===== config.mk =====
export PLATFORM = sky130hd
export DESIGN_NAME = lrs_mac
export DESIGN_NICKNAME = d
export VERILOG_FILES = /design/src/hdl/lrs_pkg.sv /design/src/hdl/lrs_mac.sv
export SDC_FILE = /design/constraint.sdc
export NUM_CORES = 1
export LEC_CHECK = 0
export ABC_AREA = 0
export ABC_CLOCK_PERIOD_IN_PS = 9300
export BUFFER_PORTS_ARGS = -buffer_cell sky130_fd_sc_hd__buf_2
export CAP_MARGIN = 20
export CORE_ASPECT_RATIO = 0.7
export CORE_MARGIN = 2
export CORE_UTILIZATION = 63
export CTS_CLUSTER_DIAMETER = 200
export DETAILED_ROUTE_END_ITERATION = 8
export HOLD_SLACK_MARGIN = 0.05
export PLACE_DENSITY = 0.8
export SYNTH_ARGS = -nofsm -noshare
export SYNTH_HDL_FRONTEND = slang
export SYNTH_SLANG_ARGS = --single-unit

===== constraint.sdc =====
create_clock -name clk -period 9.3 [get_ports clk]
set_input_delay 1.86 -clock clk [delete_from_list [all_inputs] [get_ports clk]]
set_output_delay 1.86 -clock clk [all_outputs]
set_load 0.01 [all_outputs]

===== src/hdl/lrs_pkg.sv =====
// Shared types, constants and the sigmoid lookup table for the logistic regression scorer.
package lrs_pkg;

  localparam int IDX_W     = 9;   // weight_index and feature_count width
  localparam int EPS_W     = 15;  // clamp_eps width
  localparam int PROB_W    = 16;  // Q0.16 probability
  localparam int ACC_W     = 40;  // running sum, Q.24
  localparam int SUM_FRAC  = 24;
  localparam int SUM_W     = 28;  // saturated final sum, Q4.24
  localparam int PROD_W    = 32;  // rescaled product always fits here
  localparam int BIAS_W    = 28;  // rescaled bias always fits here
  localparam int TBL_IDX_W = 8;
  localparam int TBL_DEPTH = 256;
  localparam int CFG_IDX_W = 1;

  localparam logic [IDX_W-1:0] POS_MAX = '1;

  typedef enum logic {
    OP_LOAD    = 1'b0,
    OP_FEATURE = 1'b1
  } op_t;

  typedef enum logic [CFG_IDX_W-1:0] {
    REG_FEATURE_COUNT = 1'b0,
    REG_CLAMP_EPS     = 1'b1
  } cfg_reg_t;

  typedef struct packed {
    logic acc_en;    // product goes into the sum
    logic res;       // last feature: a result follows
    logic mismatch;  // feature count error
  } lrs_ctl_t;

  typedef logic [TBL_DEPTH-1:0][PROB_W-1:0] sig_tbl_t;

  // Q62 multiply, keeps bits 125:62 of the full product
  function automatic logic [63:0] mul_q62(input logic [63:0] a, input logic [63:0] b);
    logic [127:0] p;
    p = {64'd0, a} * {64'd0, b};
    return p[125:62];
  endfunction

  // unsigned shift-subtract quotient, used only while building the table
  function automatic logic [63:0] div_u64(input logic [63:0] num, input logic [63:0] den);
    logic [64:0] rem;
    logic [63:0] quo;
    rem = '0;
    quo = '0;
    for (int i = 63; i >= 0; i--) begin
      rem = {rem[63:0], num[i]};
      if (rem >= {1'b0, den}) begin
        rem    = rem - {1'b0, den};
        quo[i] = 1'b1;
      end
    end
    return quo;
  endfunction

  // Sigmoid of bucket midpoints -8 + (2k+1)/32, evaluated at elaboration
  function automatic sig_tbl_t build_sig_table();
    logic [63:0] one;
    logic [63:0] term;
    logic [63:0] base;
    logic [63:0] pw;
    logic [63:0] d;
    logic [TBL_DEPTH-1:0][PROB_W-1:0] pos;
    sig_tbl_t tbl;
    one  = 64'd1 << 62;
    term = one;
    base = one;
    pos  = '0;
    tbl  = '0;
    // exp(-1/32) by Taylor series
    for (int n = 1; n <= 12; n++) begin
      term = div_u64(term, 64'd32 * 64'(n));
      if ((n & 1) != 0) begin
        base = base - term;
      end else begin
        base = base + term;
      end
    end
    pw = one;
    for (int j = 1; j <= 255; j++) begin
      pw = mul_q62(pw, base);
      if ((j & 1) != 0) begin
        d      = (one + pw) >> 16;
        pos[j] = PROB_W'(div_u64(one + (d >> 1), d));
      end
    end
    for (int k = 0; k < TBL_DEPTH; k++) begin
      if (k >= 128) begin
        tbl[k] = pos[2 * k - 255];
      end else begin
        tbl[k] = PROB_W'(17'd65536 - 17'(pos[255 - 2 * k]));
      end
    end
    return tbl;
  endfunction

  localparam sig_tbl_t SIG_TABLE = build_sig_table();

endpackage


===== src/hdl/lrs_mac.sv =====
// Multiply stage and saturating accumulator of the scorer.
module lrs_mac import lrs_pkg::*; #(
  parameter int VALUE_BITS = 16
) (
  input  logic                          clk,
  input  logic                          rst,
  input  logic                          advance,
  input  logic                          s1_valid,
  input  lrs_ctl_t                      s1_ctl,
  input  logic signed [VALUE_BITS-1:0]  s1_value,
  input  logic signed [VALUE_BITS-1:0]  weight,
  input  logic signed [VALUE_BITS-1:0]  bias_raw,
  output logic                          s3_valid,
  output logic                          s3_mismatch,
  output logic signed [ACC_W-1:0]       s3_pre,
  output logic signed [BIAS_W-1:0]      s3_bias
);

  localparam int FRAC = VALUE_BITS - 4;
  localparam int PSH  = SUM_FRAC - 2 * FRAC;
  localparam int PLSH = (PSH > 0) ? PSH : 0;
  localparam int PRSH = (PSH < 0) ? -PSH : 0;
  localparam int BSH  = SUM_FRAC - FRAC;
  localparam int BLSH = (BSH > 0) ? BSH : 0;
  localparam int BRSH = (BSH < 0) ? -BSH : 0;

  function automatic logic signed [ACC_W-1:0] sat_acc(input logic signed [ACC_W:0] v);
    if (v[ACC_W] != v[ACC_W-1]) begin
      return v[ACC_W] ? {1'b1, {(ACC_W-1){1'b0}}} : {1'b0, {(ACC_W-1){1'b1}}};
    end
    return v[ACC_W-1:0];
  endfunction

  logic signed [2*VALUE_BITS-1:0] prod_full;
  logic signed [63:0]             prod_ext;
  logic signed [63:0]             prod_scaled;
  logic signed [63:0]             bias_ext;
  logic signed [63:0]             bias_scaled;

  logic                     s2_valid;
  lrs_ctl_t                 s2_ctl;
  logic signed [PROD_W-1:0] s2_prod;
  logic signed [BIAS_W-1:0] s2_bias;

  logic signed [ACC_W-1:0]  acc;
  logic signed [ACC_W:0]    sum;
  logic signed [ACC_W-1:0]  pre;

  // stage 1: product and bias brought to 24 fraction bits (floor on right shift)
  always_comb begin
    prod_full   = s1_value * weight;
    prod_ext    = {{(64-2*VALUE_BITS){prod_full[2*VALUE_BITS-1]}}, prod_full};
    prod_scaled = (prod_ext <<< PLSH) >>> PRSH;
    bias_ext    = {{(64-VALUE_BITS){bias_raw[VALUE_BITS-1]}}, bias_raw};
    bias_scaled = (bias_ext <<< BLSH) >>> BRSH;
  end

  always_ff @(posedge clk) begin
    if (rst) begin
      s2_valid <= 1'b0;
    end else if (advance) begin
      s2_valid <= s1_valid;
    end
  end

  always_ff @(posedge clk) begin
    if (advance && s1_valid) begin
      s2_ctl  <= s1_ctl;
      s2_prod <= prod_scaled[PROD_W-1:0];
      s2_bias <= bias_scaled[BIAS_W-1:0];
    end
  end

  // stage 2: accumulate
  always_comb begin
    sum = {acc[ACC_W-1], acc} + {{(ACC_W+1-PROD_W){s2_prod[PROD_W-1]}}, s2_prod};
    pre = s2_ctl.acc_en ? sat_acc(sum) : acc;
  end

  always_ff @(posedge clk) begin
    if (rst) begin
      acc      <= '0;
      s3_valid <= 1'b0;
    end else if (advance) begin
      s3_valid <= s2_valid && s2_ctl.res;
      if (s2_valid) begin
        acc <= s2_ctl.res ? '0 : pre;
      end
    end
  end

  always_ff @(posedge clk) begin
    if (advance && s2_valid && s2_ctl.res) begin
      s3_mismatch <= s2_ctl.mismatch;
      s3_pre      <= pre;
      s3_bias     <= s2_bias;
    end
  end

endmodule


== Word level (Yosys, flattened, before mapping) ==
Cells that the tools add are included.
W data, S select, Z words.

* Equal/unequal tests: 1
* Mux-type cells: 6
* Add/subtract/negate cells: 1
* Reduce and logical (&&, ||, !) cells: 5
* Multipliers: 1

{| class="wikitable"
|+ Operators by type and width
! operator !! count
|-
| $mux W40 || 5
|-
| $add A40 B32 Y41 || 1
|-
| $mul A16 B16 Y32 || 1
|-
| $logic_and A1 B1 Y1 || 4
|-
| $reduce_and A2 Y1 || 1
|-
| $mux W1 || 1
|-
| $ne A1 B1 Y1 || 1
|}

* Flip-flop bits (word level): 150
* Word-level logic and storage cells: 25

== Longest topological paths before layout ==
* Depth after elaboration: 6
* Gate-level depth with buffers: 23
* Mapped depth without buffers: 22

== Worst setup path after synthesis ==
Ideal clock, no wire load.

* Path type: input-to-reg
* Start point: in s1_value[15]
* End point: reg s2_prod[30], data pin
* Path slack: 1,526 ps
* Library setup time: 258 ps
* Data arrival time: 7,516 ps
* Data required time: 9,042 ps
* Stages: 19
* Cell sequence: clkbuf_1 nand2_1 inv_1 fa_1 fa_1 fa_1 fa_1 fa_1 fa_1 ha_1 a21o_1 a21oi_1 nand2_1 a211o_1 a21oi_1 nor3_1 a2111o_1 a21oi_1 xnor2_1

* Longest elaborated chain between the ends: 1

{| class="wikitable"
|+ RTL lines
! item !! RTL line !! text
|-
| from (decl) || lrs_mac.sv:10 || <nowiki>input logic signed [VALUE_BITS-1:0] s1_value,</nowiki>
|-
| $mul A16 B16 Y32 || lrs_mac.sv:51 || <nowiki>prod_full = s1_value * weight;</nowiki>
|-
| via prod_full[30] || lrs_mac.sv:34 || <nowiki>logic signed [2*VALUE_BITS-1:0] prod_full;</nowiki>
|-
| to (signal assigned) || lrs_mac.sv:69 || <nowiki>s2_prod <= prod_scaled[PROD_W-1:0];</nowiki>
|-
| to (decl) || lrs_mac.sv:42 || <nowiki>logic signed [PROD_W-1:0] s2_prod;</nowiki>
|}

The timed path passes the listed nets, and every way through them passes these cells.
A chain may end at the register's enable or synchronous reset.

== Final worst setup path ==
Ends and elaborated chain as after synthesis.

==> results.cfg <==
[critical_path]
rr_endpoint = acc[9]
worstSetupStartpoint = s1_value[15]
r2r_slack_ns = 4.86
crit_top_cell = fa_1
startpoint_type = input pin
crit_path_max_fanout = 16
reg2reg_depth = 11
path_cells = buf_2, nand2_1, inv_1, fa_1, fa_1, fa_1, fa_1, fa_1, fa_1, ha_1, a21o_1, a21oi_1, nand2_1, a211o_1, a21oi_1, nor3_1, a2111o_1, a21oi_1, xnor2_1
arrival_ns = 8.14
slowest_delay_ns = 0.94
crit_end = s2_prod[30]
cp-end-kind = flip-flop
r2r-start = s2_prod[17]
cp_slowest_cell = fa_1
crit_type = input pin to flip-flop
worstPathRequired_ns = 9.48

[hold_path]
hp-class = flip-flop to flip-flop
min_from = s2_bias[23]

[die]
die_area_um2 = 29400
ios = 125
die_x_um = 204
start_util = 0.638
core_um2 = 27700
dieHeight_um = 144
rows = 51

[route]
vias = 13300
first_iter_violations = 1095
dr_wl_met2_um = 18600
m1WireLength_um = 17500
wl_per_cell_um = 17.6
wl_um = 40200
drtPass1Iterations = 5
via_per_inst = 5.81
drt_drc_violations_left = 0
met3_length_um = 3230
drtAntennaViolNets = 0
highest_layer = met4

[synth]
ys_seq_area_frac = 0.231
ys_types = 67
ys_ff_latch = 150
async_flop_share = 0
synth_area_leaders = fa_1 30%, edfxtp_1 18%, ha_1 8.6%
synth_ff_type = edfxtp_1
synth_top_area_frac = 0.298
synth_warnings = 0
syn_area_per_cell_um2 = 9.62
yosysTopAreaCell = fa_1
synthCells = 1835
syn-cell-area_um2 = 17700
synth_edf_count = 108

[timing]
fin_crit_sh = 0.855
finalCriticalPeriod_ns = 7.96
rsz0062_at_grt = false
clock_skew_ns = 0.00997
setup_tns_ns = 0
max_slew_margin = 0.358
fin_ws_ns = 1.34
setup_viol = 0
tightestPinTransition_ns = 0.939
final_hold_viol_count = 0
fmax_mhz = 126
slew_violations = 0

[finish]
nets = 2343
layout-drive-gt1-share = 0.0939
syn_to_final_growth_pct = 7.54
fillers = 2202
antenna_cells = 0
final_cells = 2287

[run]
max_cap_violations = 0

[global_route]
grt_overflow = 0
grt_pass1_wl_um = 67700
track_usage = 0.291
grt_max_degree = 62
antenna_found_initial = 0
grt_pass1_vias = 13900

[clock_network]
clk_pin_slew_ns = 0.06
clock_latency_ns = 0.43
hold_buffers = 0
cts_tree = built
cts_resized = 0
post_cts_buffers = 0
cts_buffers = 17
h-tree-depth = 4
cts_sinks = 150
cts_buffer_depth = 2
cts-root-buf = clkbuf_16

[placement]
port_buffers = 112
placedCellCount = 2255
gp_congestion = 0.959
dp_hpwl_um = 31400
post-place-ws_ns = 0.938

[status]
status = complete, no violations
==> layout by cell type (no fill, tap or decap), types with 6 or more instances in the layout <==
cell type	instances
a21o_1	22
nand4_1	8
o211ai_1	10
ha_1	122
o21ai_0	56
a21oi_1	91
nor2b_1	10
a211oi_1	16
a31oi_1	15
o21bai_1	9
nand2b_1	15
edfxtp_1	108
o21a_1	14
xor2_1	16
mux2_2	12
o22ai_1	13
fa_1	263
o21ai_1	16
buf_2	112
nor2_1	102
o31ai_1	6
clkbuf_16	18
nand2_1	194
conb_1	12
and3_1	6
and2_1	128
nand3_1	10
dfxtp_1	42
nor3_1	18
maj3_2	6
inv_1	301
xnor2_1	49
buf_4	10
==> synth_stat cells (42+ instances only) <==
| cell | number |
|---|---|
| nor2_1 | 102 |
| ha_1 | 122 |
| a21oi_1 | 91 |
| dfxtp_1 | 42 |
| clkbuf_1 | 56 |
| fa_1 | 263 |
| xnor2_1 | 49 |
| inv_1 | 301 |
| o21ai_0 | 56 |
| nand2_1 | 194 |
| edfxtp_1 | 108 |
| and2_1 | 129 |
==> through the flow <==
| step | hold slack (ns) | util | area [um2] |
|---|---|---|---|
| final | 0.418 | 0.686 | 19000 |
| after detailed placement | 0.405 | 0.665 | 18400 |
| after global placement | 0.400 | 0.665 | 18400 |
| after floorplan | 0.400 | - | 17700 |
| after global routing | 0.429 | 0.686 | 19000 |
| after CTS | 0.420 | 0.686 | 19000 |
==> sequential cells by signal, summed over array words and instances, names as in the netlist <==
register	count
s2_ctl	3
s3_valid	1
s2_bias	16
acc	40
s3_bias	16
s3_mismatch	1
s2_valid	1
s2_prod	32
s3_pre	40
==> kinds of logic (layout without fill, tap and decap cells) <==
family	count (synthesis)	in the layout	share of synthesized area
AOI/OAI and AO/OA	315	315	0.113
buffers and inverters	385	455	0.0861
xor gates and xnor gates	65	65	0.0322
other	1	12	0.000212
and+or+nand+nor	510	510	0.138
muxes	15	15	0.00935
DFF	150	150	0.231
adders and majority gates	394	394	0.390
==> critical path: cells and delay by family <==
kind / cells / cell delay (ns)
xor gates and xnor gates: 1 / 0.08
and+or+nand+nor: 3 / 0.39
buffers and inverters: 2 / 0.43
adders and majority gates: 7 / 3.83
AOI/OAI and AO/OA: 6 / 1.54
==> per-layer routing <==
metal,track usage,vias up
li1,-,6075
met1,0.408,6591
met2,0.473,532
met3,0.0536,82
met4,0.0770,0
met5,0,-
==> layout make-up <==
type,instances,area (um2),area share
timing repair buffer,122,636,0.0335
clock inverter,13,113,0.00593
multi-input combinational,1311,12100,0.638
sequential,150,4080,0.215
clock buffer,19,454,0.0239
inverter,301,1130,0.0595
tap,371,464,0.0244
==> how the worst min path moves through the flow <==
stage / slack (ns) / cells after the start / endpoint
after floorplan: 0.40 / 0 / s3_bias[12]
after global placement: 0.40 / 0 / s3_bias[27]
after detailed placement: 0.40 / 0 / s3_bias[12]
after CTS: 0.42 / 0 / s3_bias[23]
after global routing: 0.43 / 0 / s3_bias[14]
final: 0.42 / 0 / s3_bias[23]
Power is left out: the tool's default activity adds up to more than one toggle a clock period on the data nets, which glitch-free logic cannot reach.
